File: src/sv/assert_macros.svh
// Assertion helpers for the timer table RTL.
// HBT_ASSERT checks that a property holds on every rising clock edge out of reset.
// HBT_NEVER checks that a condition is never seen on a rising clock edge out of reset.
`ifndef ASSERT_MACROS_SVH
`define ASSERT_MACROS_SVH

`ifndef SYNTHESIS

`define HBT_ASSERT(lbl, clk, rst, prop) \
  lbl: assert property (@(posedge clk) disable iff (rst) (prop)) \
    else $error("assertion failed");

`define HBT_NEVER(lbl, clk, rst, cond) \
  lbl: assert property (@(posedge clk) disable iff (rst) !(cond)) \
    else $error("forbidden condition seen");

`else

`define HBT_ASSERT(lbl, clk, rst, prop)
`define HBT_NEVER(lbl, clk, rst, cond)

`endif

`endif

File: src/sv/hbt_pkg.sv
`default_nettype none

package hbt_pkg;

  // Countdown and reload width, and width of the requested interval
  localparam int CNT_W = 15;
  localparam int IVL_W = 16;

  // Input operations
  typedef enum logic [1:0] {
    OP_SET  = 2'd0,
    OP_TICK = 2'd1,
    OP_GONE = 2'd2
  } op_t;

  // Result status codes
  localparam logic [2:0] ST_FIRED    = 3'd0;
  localparam logic [2:0] ST_NONE     = 3'd1;
  localparam logic [2:0] ST_ENABLED  = 3'd2;
  localparam logic [2:0] ST_UPDATED  = 3'd3;
  localparam logic [2:0] ST_DISABLED = 3'd4;
  localparam logic [2:0] ST_REJECTED = 3'd5;
  localparam logic [2:0] ST_FULL     = 3'd6;
  localparam logic [2:0] ST_GONE     = 3'd7;

  // Request packet walking down the row of cells
  typedef struct packed {
    logic             valid;
    logic             gone;      // object-gone request, otherwise a set request
    logic             found;     // an earlier cell held the object
    logic             appended;  // an earlier cell took a new entry
    logic             removing;  // later cells pull their right neighbour in
    logic [IVL_W-1:0] interval;
  } pkt_t;

endpackage

`default_nettype wire

File: src/sv/hbt_cell.sv
`default_nettype none

module hbt_cell
  import hbt_pkg::*;
#(
  parameter int OBJ_W = 8
) (
  input  logic             clk,
  input  logic             rst,
  input  logic             tick,
  input  logic             shift,
  input  pkt_t             pin,
  input  logic [OBJ_W-1:0] pin_obj,
  output pkt_t             pout,
  output logic [OBJ_W-1:0] pout_obj,
  input  logic             nb_valid,
  input  logic [OBJ_W-1:0] nb_object,
  input  logic [CNT_W-1:0] nb_reload,
  input  logic [CNT_W-1:0] nb_count,
  input  logic             nb_fire,
  input  logic [OBJ_W-1:0] nb_rep_obj,
  output logic             valid,
  output logic [OBJ_W-1:0] object,
  output logic [CNT_W-1:0] reload,
  output logic [CNT_W-1:0] count,
  output logic             rep_fire,
  output logic [OBJ_W-1:0] rep_obj
);

  logic             valid_next;
  logic [OBJ_W-1:0] object_next;
  logic [CNT_W-1:0] reload_next;
  logic [CNT_W-1:0] count_next;
  logic             rep_fire_next;
  logic [OBJ_W-1:0] rep_obj_next;
  pkt_t             pout_next;
  logic             match;
  logic             neg;
  logic             zero;
  logic [CNT_W-1:0] ival;
  logic [CNT_W-1:0] newval;
  logic             due;

  assign match  = valid && (object == pin_obj);
  assign neg    = pin.interval[IVL_W-1];
  assign zero   = (pin.interval == '0);
  assign ival   = pin.interval[CNT_W-1:0];
  assign newval = neg ? CNT_W'(1) : ival;
  assign due    = (count <= CNT_W'(1));

  // Act on a passing request, or count down on a tick, reloading when due
  always_comb begin
    valid_next  = valid;
    object_next = object;
    reload_next = reload;
    count_next  = count;
    pout_next   = pin;
    if (pin.valid) begin
      if (pin.removing) begin
        valid_next  = nb_valid;
        object_next = nb_object;
        reload_next = nb_reload;
        count_next  = nb_count;
      end else if (match) begin
        pout_next.found = 1'b1;
        if (pin.gone || zero) begin
          valid_next         = nb_valid;
          object_next        = nb_object;
          reload_next        = nb_reload;
          count_next         = nb_count;
          pout_next.removing = 1'b1;
        end else if (!neg) begin
          reload_next = ival;
          count_next  = ival;
        end
      end else if (!valid && !pin.found && !pin.appended && !pin.gone && !zero) begin
        valid_next         = 1'b1;
        object_next        = pin_obj;
        reload_next        = newval;
        count_next         = newval;
        pout_next.appended = 1'b1;
      end
    end else if (tick && valid) begin
      count_next = due ? reload : count - CNT_W'(1);
    end
  end

  // Load the firing report on a tick, then pass reports towards the head
  always_comb begin
    rep_fire_next = rep_fire;
    rep_obj_next  = rep_obj;
    if (tick) begin
      rep_fire_next = valid && due;
      rep_obj_next  = object;
    end else if (shift) begin
      rep_fire_next = nb_fire;
      rep_obj_next  = nb_rep_obj;
    end
  end

  always_ff @(posedge clk) begin
    if (rst) begin
      valid    <= 1'b0;
      rep_fire <= 1'b0;
      pout     <= '0;
    end else begin
      valid    <= valid_next;
      rep_fire <= rep_fire_next;
      pout     <= pout_next;
    end
  end

  // Hold entry payload and the request object
  always_ff @(posedge clk) begin
    object   <= object_next;
    reload   <= reload_next;
    count    <= count_next;
    rep_obj  <= rep_obj_next;
    pout_obj <= pin_obj;
  end

endmodule

`default_nettype wire

File: src/sv/heartbeat_timer_table_core.sv
// Set and object-gone requests walk the row of ENTRIES cells one cell per cycle;
// the single result is captured in S_WAVE and offered from S_FINISH.
// A tick counts down every cell in the same cycle, then the firing reports drain
// from the head of the row, one shift per entry, one result per cycle at most.
// One item is in work at a time: a new word is taken only after the last result is offered.
// Reset clears the valid bits, the sequencer and the output; entry payload is not reset.
`default_nettype none
`include "assert_macros.svh"

module heartbeat_timer_table_core
  import hbt_pkg::*;
#(
  parameter int ENTRIES        = 16,
  parameter int OBJECT_ID_BITS = 8
) (
  input  logic        clk,
  input  logic        rst,
  input  logic        s_tvalid,
  output logic        s_tready,
  input  logic [31:0] s_tdata,  // opcode[1:0], object_id[9:2], interval[25:10]
  output logic        m_tvalid,
  input  logic        m_tready,
  output logic [7:0]  m_tdata,  // out_object[7:0]
  output logic [2:0]  m_tuser,  // status[2:0]
  output logic        m_tlast   // last_result
);

  localparam int OBJ_W = OBJECT_ID_BITS;
  localparam int CW    = (ENTRIES > 1) ? $clog2(ENTRIES) : 1;
  localparam logic [CW-1:0] CNT_LAST = CW'(ENTRIES - 1);

  typedef enum logic [2:0] {
    S_IDLE,
    S_WAVE,
    S_FINISH,
    S_DRAIN,
    S_CLOSE
  } state_t;

  state_t           state, state_next;
  logic [CW-1:0]    cnt, cnt_next;
  logic             hvalid, hvalid_next;
  logic [OBJ_W-1:0] hobj, hobj_next;
  logic [OBJ_W-1:0] fin_obj, fin_obj_next;
  logic [2:0]       fin_status, fin_status_next;
  logic             m_tvalid_next;
  logic [7:0]       m_tdata_next;
  logic [2:0]       m_tuser_next;
  logic             m_tlast_next;

  logic             out_free;
  logic             tick;
  logic             shift;
  op_t              op;
  pkt_t             launch;
  logic [OBJ_W-1:0] launch_obj;
  pkt_t             end_pkt;
  logic [OBJ_W-1:0] end_obj;
  logic             step_ok;

  // Row of cells
  pkt_t             pin_a      [ENTRIES];
  logic [OBJ_W-1:0] pin_obj_a  [ENTRIES];
  pkt_t             pkt_a      [ENTRIES];
  logic [OBJ_W-1:0] pobj_a     [ENTRIES];
  logic             valid_a    [ENTRIES];
  logic [OBJ_W-1:0] object_a   [ENTRIES];
  logic [CNT_W-1:0] reload_a   [ENTRIES];
  logic [CNT_W-1:0] count_a    [ENTRIES];
  logic             fire_a     [ENTRIES];
  logic [OBJ_W-1:0] rep_obj_a  [ENTRIES];
  logic             nb_valid_a [ENTRIES];
  logic [OBJ_W-1:0] nb_obj_a   [ENTRIES];
  logic [CNT_W-1:0] nb_rel_a   [ENTRIES];
  logic [CNT_W-1:0] nb_cnt_a   [ENTRIES];
  logic             nb_fire_a  [ENTRIES];
  logic [OBJ_W-1:0] nb_rep_a   [ENTRIES];
  logic [ENTRIES-1:0] pv;
  logic [ENTRIES-1:0] vv;
  logic [ENTRIES:0]   vv_inc;

  assign op         = op_t'(s_tdata[1:0]);
  assign launch_obj = OBJ_W'(s_tdata[9:2]);
  assign s_tready   = (state == S_IDLE);
  assign out_free   = !m_tvalid || m_tready;
  assign end_pkt    = pkt_a[ENTRIES-1];
  assign end_obj    = pobj_a[ENTRIES-1];
  assign step_ok    = !(fire_a[0] && hvalid) || out_free;

  for (genvar i = 0; i < ENTRIES; i++) begin : g_cell
    // Feed the first cell from the input, the others from their left neighbour
    if (i == 0) begin : g_head
      assign pin_a[i]     = launch;
      assign pin_obj_a[i] = launch_obj;
    end else begin : g_body
      assign pin_a[i]     = pkt_a[i-1];
      assign pin_obj_a[i] = pobj_a[i-1];
    end

    // The last cell pulls in an empty entry
    if (i == ENTRIES - 1) begin : g_tail
      assign nb_valid_a[i] = 1'b0;
      assign nb_obj_a[i]   = '0;
      assign nb_rel_a[i]   = '0;
      assign nb_cnt_a[i]   = '0;
      assign nb_fire_a[i]  = 1'b0;
      assign nb_rep_a[i]   = '0;
    end else begin : g_link
      assign nb_valid_a[i] = valid_a[i+1];
      assign nb_obj_a[i]   = object_a[i+1];
      assign nb_rel_a[i]   = reload_a[i+1];
      assign nb_cnt_a[i]   = count_a[i+1];
      assign nb_fire_a[i]  = fire_a[i+1];
      assign nb_rep_a[i]   = rep_obj_a[i+1];
    end

    assign pv[i] = pkt_a[i].valid;
    assign vv[i] = valid_a[i];

    hbt_cell #(
      .OBJ_W (OBJ_W)
    ) u_cell (
      .clk        (clk),
      .rst        (rst),
      .tick       (tick),
      .shift      (shift),
      .pin        (pin_a[i]),
      .pin_obj    (pin_obj_a[i]),
      .pout       (pkt_a[i]),
      .pout_obj   (pobj_a[i]),
      .nb_valid   (nb_valid_a[i]),
      .nb_object  (nb_obj_a[i]),
      .nb_reload  (nb_rel_a[i]),
      .nb_count   (nb_cnt_a[i]),
      .nb_fire    (nb_fire_a[i]),
      .nb_rep_obj (nb_rep_a[i]),
      .valid      (valid_a[i]),
      .object     (object_a[i]),
      .reload     (reload_a[i]),
      .count      (count_a[i]),
      .rep_fire   (fire_a[i]),
      .rep_obj    (rep_obj_a[i])
    );
  end

  assign vv_inc = {1'b0, vv} + (ENTRIES + 1)'(1);

  // Sequencer: launch requests, collect the answer, drain firing reports
  always_comb begin
    state_next      = state;
    cnt_next        = cnt;
    hvalid_next     = hvalid;
    hobj_next       = hobj;
    fin_obj_next    = fin_obj;
    fin_status_next = fin_status;
    m_tvalid_next   = m_tvalid && !m_tready;
    m_tdata_next    = m_tdata;
    m_tuser_next    = m_tuser;
    m_tlast_next    = m_tlast;
    tick            = 1'b0;
    shift           = 1'b0;
    launch          = '0;
    launch.gone     = (op == OP_GONE);
    launch.interval = s_tdata[25:10];

    case (state)
      S_IDLE: begin
        if (s_tvalid) begin
          case (op)
            OP_SET, OP_GONE: begin
              launch.valid = 1'b1;
              state_next   = S_WAVE;
            end
            OP_TICK: begin
              tick        = 1'b1;
              cnt_next    = '0;
              hvalid_next = 1'b0;
              state_next  = S_DRAIN;
            end
            default: ;
          endcase
        end
      end

      S_WAVE: begin
        if (end_pkt.valid) begin
          fin_obj_next = end_obj;
          if (end_pkt.gone) begin
            fin_status_next = ST_GONE;
          end else if (end_pkt.interval == '0) begin
            fin_status_next = ST_DISABLED;
          end else if (end_pkt.found) begin
            fin_status_next = end_pkt.interval[IVL_W-1] ? ST_REJECTED : ST_UPDATED;
          end else if (end_pkt.appended) begin
            fin_status_next = ST_ENABLED;
          end else begin
            fin_status_next = ST_FULL;
          end
          state_next = S_FINISH;
        end
      end

      S_FINISH: begin
        if (out_free) begin
          m_tvalid_next = 1'b1;
          m_tdata_next  = 8'(fin_obj);
          m_tuser_next  = fin_status;
          m_tlast_next  = 1'b1;
          state_next    = S_IDLE;
        end
      end

      S_DRAIN: begin
        // Hold one fired object back so the final one can be flagged
        if (step_ok) begin
          shift = 1'b1;
          if (fire_a[0]) begin
            if (hvalid) begin
              m_tvalid_next = 1'b1;
              m_tdata_next  = 8'(hobj);
              m_tuser_next  = ST_FIRED;
              m_tlast_next  = 1'b0;
            end
            hvalid_next = 1'b1;
            hobj_next   = rep_obj_a[0];
          end
          cnt_next = cnt + CW'(1);
          if (cnt == CNT_LAST) begin
            state_next = S_CLOSE;
          end
        end
      end

      S_CLOSE: begin
        if (out_free) begin
          m_tvalid_next = 1'b1;
          m_tdata_next  = hvalid ? 8'(hobj) : 8'd0;
          m_tuser_next  = hvalid ? ST_FIRED : ST_NONE;
          m_tlast_next  = 1'b1;
          state_next    = S_IDLE;
        end
      end

      default: state_next = S_IDLE;
    endcase
  end

  always_ff @(posedge clk) begin
    if (rst) begin
      state    <= S_IDLE;
      cnt      <= '0;
      hvalid   <= 1'b0;
      m_tvalid <= 1'b0;
    end else begin
      state      <= state_next;
      cnt        <= cnt_next;
      hvalid     <= hvalid_next;
      m_tvalid   <= m_tvalid_next;
      hobj       <= hobj_next;
      fin_obj    <= fin_obj_next;
      fin_status <= fin_status_next;
      m_tdata    <= m_tdata_next;
      m_tuser    <= m_tuser_next;
      m_tlast    <= m_tlast_next;
    end
  end

  // At most one request in the row of cells
  `HBT_ASSERT(a_one_pkt, clk, rst, $onehot0(pv))
  // A request leaves the row only while the sequencer waits for it
  `HBT_ASSERT(a_end_in_wave, clk, rst, pv[ENTRIES-1] |-> state == S_WAVE)
  // Valid entries stay packed at the start of the table
  `HBT_ASSERT(a_packed, clk, rst, $onehot(vv_inc))
  // Only fired objects come out without the last flag
  `HBT_ASSERT(a_mid_fired, clk, rst, m_tvalid && !m_tlast |-> m_tuser == ST_FIRED)
  // No word is taken while a request is still in the row
  `HBT_NEVER(a_busy_accept, clk, rst, s_tready && pv != '0)

endmodule

`default_nettype wire
File: config.mk
export PLATFORM = sky130hd
export DESIGN_NAME = heartbeat_timer_table_core
export DESIGN_NICKNAME = d
export VERILOG_FILES = /design/src/sv/hbt_pkg.sv /design/src/sv/hbt_cell.sv /design/src/sv/heartbeat_timer_table_core.sv
export VERILOG_INCLUDE_DIRS = /design/src /design/src/sv
export SDC_FILE = /design/constraint.sdc
export NUM_CORES = 2
export LEC_CHECK = 0
export BUFFER_PORTS_ARGS = -buffer_cell sky130_fd_sc_hd__buf_2
export CAP_MARGIN = 20
export CORE_ASPECT_RATIO = 0.6
export CORE_MARGIN = 2
export CORE_UTILIZATION = 55
export DETAILED_ROUTE_END_ITERATION = 10
export PLACE_DENSITY = 0.71
export SYNTH_ARGS = -nofsm -noshare
export SYNTH_HDL_FRONTEND = slang
export SYNTH_SLANG_ARGS = --single-unit
File: constraint.sdc
create_clock -name clk -period 6.9 [get_ports clk]
set_input_delay 0 -clock clk [delete_from_list [all_inputs] [get_ports clk]]
set_output_delay 0 -clock clk [all_outputs]
set_load 0.02 [all_outputs]
Yosys cells after proc, flatten, opt, wreduce, memory -nomap -nowiden
Cells that the tools add are included.

word-level totals
  word-level logic and storage cells = 1215
  bits of input ports = 36
  output and inout port bits = 14
  register bits after elaboration = 1271

cells by class
  $lt $le $gt $ge = 16
  $add $sub $neg = 17
  equal/unequal tests = 98
  muxes and demuxes = 536
  bitwise operators = 3
  reductions and logical operators = 327

operators with widths
  operator                                                                 count
  15-bit two-way mux                                                       187
  8-bit two-way mux                                                        100
  16-bit zero test                                                         17
  15-bit by 1-bit <= comparator with 1-bit output (second input constant)  16
  15-bit by 1-bit subtractor with 15-bit output (second input constant)    16
  1-bit two-way mux                                                        194
  3-bit AND reduction                                                      49
  3-bit two-way mux                                                        43
  8-bit equality test                                                      16
  1-bit logical AND                                                        112
  1-bit zero test                                                          81
  5-bit != test (second input constant)                                    15
  4-bit != test (second input constant)                                    16
  4-bit by 2-bit != test with 1-bit output (second input constant)         15
  3-bit != test (second input constant)                                    17
  3-bit nonzero test                                                       16
  2-bit nonzero test                                                       20
  8-bit case mux with 3 select lines                                       1
  1-bit logical OR                                                         18
  2-bit != test (second input constant)                                    7
  4-bit two-way mux                                                        3
  3-bit case mux with 4 select lines                                       1
  6-bit AND reduction                                                      2
  3-bit case mux with 3 select lines                                       1
  21 further kinds                                                         34

Logic depth before layout (Yosys ltp)
  depth in word-level cells = 9
  depth in mapped cells = 10
  mapped depth without buffers = 8

By module
A second synthesis with hierarchy kept.

unflattened totals
  cells, all modules = 5165
  area total of the unflattened synthesis = 58762.6 µm²

modules (own cells, without submodules)
  module                            sequential area each (µm²)  area an instance (µm²)  instances  cells each
  hbt_cell (g_cell[13].u_cell ...)  2001.9                      3572.2                  11         316
  hbt_cell (g_cell[0].u_cell ...)   2001.9                      3545.9                  4          311
  hbt_cell (g_cell[1].u_cell)       2001.9                      3553.4                  1          308
  heartbeat_timer_table_core        1111.1                      1731.7                  1          137

Worst setup path after synthesis
No wires, ideal clock.

  path kind = flip-flop to flip-flop
  start = register state[0]
  end = register g_cell[3].u_cell.rep_fire
  setup slack = 682 ps
  arrival = 5859 ps
  buffers on the path = 4
  cell stages (with the launch flop) = 9
  library setup time = 359 ps
  path through = dfxtp_1 clkbuf_1 nor3_1 and3_1 clkbuf_1 a21o_1 clkbuf_1 buf_1 a311oi_1

between the ends
  word-level cells in the longest chain between the ends = 3
  elaborated cells between the ends (all ways) = 6

RTL lines
  element                                                  RTL line                           source
  start: declaration                                       heartbeat_timer_table_core.sv:40   state_t state, state_next;
  start signal: assignment                                 heartbeat_timer_table_core.sv:255  state <= state_next;
  3-bit zero test *                                        n/a
  net s_tready                                             heartbeat_timer_table_core.sv:19   output logic s_tready,
  1-bit two-way mux *                                      heartbeat_timer_table_core.sv:166  case (state)
  1-bit two-way mux or 2-bit nonzero test (tied branches)  n/a
  end signal: assignment                                   hbt_cell.sv:108                    rep_fire <= rep_fire_next;
  end: declaration                                         hbt_cell.sv:26                     output logic rep_fire,

Mark *: on every way through the listed nets, which the timed path passes. The rest lies on a longest branch.
A chain may end at the register's enable or synchronous reset.

Worst setup path after layout
  start = register g_cell[2].u_cell.pout[20] (netlist bit)
  end = register g_cell[3].u_cell.count[3], enable pin

between the ends
  word-level cells in the longest chain between the ends = 2
  elaborated cells between the ends (all ways) = 4

RTL lines
  element                                                RTL line         source
  start: declaration                                     hbt_cell.sv:14   output pkt_t pout,
  start signal: assignment                               hbt_cell.sv:109  pout <= pout_next;
  5-bit != test (no line), or another cell as far along  n/a
  3-bit AND reduction (no line) *                        n/a
  end signal: assignment                                 hbt_cell.sv:117  count <= count_next;
  end: declaration                                       hbt_cell.sv:25   output logic [CNT_W-1:0] count,

Mark *: on every way between the ends. The rest lies on a longest branch, timed or not.

==> run_results.csv <==
group,metric,value,unit
run_status,outcome,"complete, no violations",
place,placed_area,58800,um2
yosys,synth-async-reset-ratio,0,
cts,insertion_delay,0.75,ns
worst_setup_path,startpoint_type,"flip-flop",
place,routabilityCongestion,0.921,
floorplan,start_util,0.555,
worst_setup_path,cp.required,7.27,ns
layout,syn_to_final_growth,10.7,%
floorplan,num_io_pins,50,
global_route,overflow,0,
power_and_ir_drop,power.total,15300,uW
worst_setup_path,cpMaxStageDelayCell,"dfxtp_1",
layout,drive_above_1_share,0.0953,
timing,tightest_slew,1.16,ns
place,hpwl,112000,um
timing,finalSetupViolCount,0,
worst_setup_path,cp_max_fo,29,
cts,cts.sinks,1271,
detailed_routing,route.vias.total,42800,
floorplan,core_area,103000,um2
global_route,grt_pass1_vias,38800,
job,maxCapViolations,0,
timing,hold_ws,0.154,ns
global_route,antenna_found_initial,3,
global_route,grt_usage,0.291,
timing,hold_viol_final,0,
worst_setup_path,crit_chain,"clkinv_1 -> nor4b_1 -> o21ba_2 -> a31oi_1 -> buf_4 -> a31o_2",
detailed_routing,routedWlPerCell,22.9,um
yosys,synth_enable_flop_cells,767,
timing,slew_viol_final,0,
yosys,synth_seq_cells,1271,
worst_setup_path,cpPeakStageDelay,0.98,ns
layout,stdcell_area,63100,um2
worst_setup_path,endpoint_kind,"flip-flop",
cts,cts_buffers,111,
detailed_routing,drc_errors,0,
cts,clockBufferDepth,3,
floorplan,die_y,253,um
detailed_routing,viasPerCell,6.27,
layout,diodes,0,
cts,htreeDepth,3,
power_and_ir_drop,leakage,0.0224,uW
timing,fin_worst_skew,0.0481,ns
timing,slew_headroom,0.224,
yosys,ys_seq_area_frac,0.581,
detailed_routing,m1WireLength,79500,um
yosys,syn_avg_cell_area,10.7,um2
floorplan,die_w,420,um
global_route,grt_max_degree,166,
yosys,synthCells,5316,
power_and_ir_drop,p_per_area,242,nW/um2
worst_setup_path,criticalPathCategory,"reg2reg",
timing,final.min_clock_period,3.66,ns
cts,cts-resized-gates,0,
layout,fin_nets,5405,
worst_setup_path,worst_ep_arrival_time,4.03,ns
detailed_routing,firstDrtPassIters,6,
place,port_buffers,43,
detailed_routing,drt_iter0_drc,6777,
yosys,synth_nets,5385,
cts,root_buffer,"clkbuf_16",
detailed_routing,top_layer_used,"met4",
global_route,grt_first_pass_wirelength,239000,um
floorplan,dieArea,106000,um2
worst_hold_path,hp-class,"in2reg",
floorplan,rows,91,
yosys,synth_area,57000,um2
detailed_routing,met2WireLength,54300,um
yosys,synth_warnings,0,
detailed_routing,drt-total-wl,157000,um
detailed_routing,wl_met3,21000,um
timing,tns,0,ns
detailed_routing,drtAntennaViolNets,0,
yosys,synth_cell_types,76,
power_and_ir_drop,ir_worst_vdd,0.231,mV
timing,fmax,274,MHz
timing,rsz0062_at_grt,"no",
yosys,synth-main-ff-cell,"edfxtp_1",
cts,clk_pin_slew_worst_paths,0.07,ns
cts,cts_tree,"done",
timing,finalCritPeriodShare,0.530,
layout,utilization,0.614,
cell usage in the layout, fill, tap and decap left out, types with 54 or more instances in the layout:
master	netlist	layout
nor4_1	121	120
nand3_1	131	130
nand2_1	802	802
a22oi_1	57	57
o21ai_0	184	183
a221oi_1	93	93
nor2_1	354	353
clkbuf_16	0	116
nor3_1	111	111
o22ai_1	57	57
edfxtp_1	767	767
mux2_2	130	130
nor2b_1	275	275
inv_1	113	113
buf_4	0	85
dlygate4sd3_1	0	54
mux2i_1	60	60
dfxtp_1	504	504
a22o_1	158	158
a21oi_1	245	244
xnor2_1	241	241
flip-flops by register name, indices dropped and copies added, names as in the netlist:
name                    count
cnt                         4
fin_obj                     8
fin_status                  3
g_cell.u_cell.count       240
g_cell.u_cell.object      128
g_cell.u_cell.pout        335
g_cell.u_cell.pout_obj    128
g_cell.u_cell.reload      240
g_cell.u_cell.rep_fire     16
g_cell.u_cell.rep_obj     128
g_cell.u_cell.valid        16
hobj                        8
hvalid                      1
m_tdata                     8
m_tlast                     1
m_tuser                     3
m_tvalid                    1
state                       3
final timing paths:
check,startpoint,end,slack (ns),depth (start not counted)
max,g_cell[2].u_cell.pout[20],g_cell[3].u_cell.count[3],3.24,6
max reg2reg,g_cell[2].u_cell.pout[20],g_cell[3].u_cell.count[3],3.24,6
min,s_tdata[18],g_cell[0].u_cell.pout[8],0.15,3
min reg2reg,g_cell[1].u_cell.pout_obj[1],g_cell[2].u_cell.pout_obj[1],0.37,0
synthesized netlist by cell type (13+ instances only):
| master | n | area [um2] |
|---|---|---|
| nand2_1 | 802 | 3010 |
| edfxtp_1 | 767 | 23000 |
| dfxtp_1 | 504 | 10100 |
| nor2_1 | 354 | 1330 |
| nor2b_1 | 275 | 1720 |
| clkbuf_1 | 253 | 950 |
| a21oi_1 | 245 | 1230 |
| xnor2_1 | 241 | 2110 |
| o21ai_0 | 184 | 921 |
| a22o_1 | 158 | 1380 |
| nand3_1 | 131 | 656 |
| mux2_2 | 130 | 1460 |
| nor4_1 | 121 | 757 |
| inv_1 | 113 | 424 |
| nor3_1 | 111 | 556 |
| a221oi_1 | 93 | 815 |
| mux2i_1 | 60 | 601 |
| a22oi_1 | 57 | 428 |
| o22ai_1 | 57 | 357 |
| xor2_1 | 47 | 412 |
| and2_1 | 44 | 275 |
| o211ai_1 | 41 | 308 |
| or3_1 | 40 | 250 |
| a211oi_1 | 38 | 285 |
| ha_1 | 33 | 413 |
| or4_1 | 33 | 248 |
| nand4_1 | 31 | 194 |
| a31oi_1 | 23 | 144 |
| nand2b_1 | 19 | 119 |
| a41oi_1 | 17 | 149 |
| a21o_1 | 16 | 120 |
| and4_1 | 16 | 140 |
| o32ai_1 | 16 | 140 |
| buf_2 | 15 | 75.1 |
| o31ai_1 | 15 | 113 |
| or4_4 | 15 | 169 |
| a211o_1 | 14 | 123 |
| a2bb2oi_1 | 14 | 123 |
| nor3b_1 | 14 | 105 |
| o41ai_1 | 14 | 123 |
| nand3b_1 | 13 | 97.6 |
power breakdown:
group / leakage [uW] / switching [uW] / total (uW) / internal, uW
clock: 0.00181 / 2920 / 6360 / 3440
combinational: 0.00940 / 363 / 585 / 222
sequential: 0.0112 / 135 / 8310 / 8170
through the flow:
| stage | worst slack, ns | instances |
|---|---|---|
| after floorplan | 0.682 | 5316 |
| after global placement | 3.45 | 6557 |
| after detailed placement | 3.37 | 6560 |
| after CTS | 3.34 | 6825 |
| after global routing | 3.02 | 6829 |
| final | 3.24 | 6829 |
cells by family after synthesis:
logic type / count (synthesis) / synth area share
DFF: 1271 / 0.581
buffers and inverters: 402 / 0.0273
and+or+nand+nor: 2058 / 0.174
AOI/OAI and AO/OA: 1074 / 0.130
adders and majority gates: 33 / 0.00724
xor gates and xnor gates: 288 / 0.0442
muxes: 190 / 0.0362
critical path: cells and delay by family, from the launching register on:
family | cells | cell delay, ns
and+or+nand+nor | 1 | 0.60
buffers and inverters | 2 | 0.87
AOI/OAI and AO/OA | 3 | 0.83
DFF | 1 | 0.98
what timing repair did:
action	CTS	global route
hold buffers	54	0
hold endpoints to repair	157	0
buffers inserted	0	0
metal layers:
| metal | vias up | track usage |
|---|---|---|
| met5 | - | 0 |
| met4 | 0 | 0.0432 |
| met3 | 170 | 0.0825 |
| met2 | 2405 | 0.330 |
| met1 | 20800 | 0.520 |
| li1 | 19500 | - |
area by class of cell:
| class | instances | area, um2 |
|---|---|---|
| clock buffer | 159 | 3200 |
| sequential | 1271 | 33100 |
| multi-input combinational | 3643 | 22600 |
| inverter | 120 | 450 |
| tap | 1395 | 1750 |
| timing repair buffer | 189 | 1500 |
| clock inverter | 52 | 478 |
| fill | 8360 | 39600 |
Power figures use the tool's default switching activity.
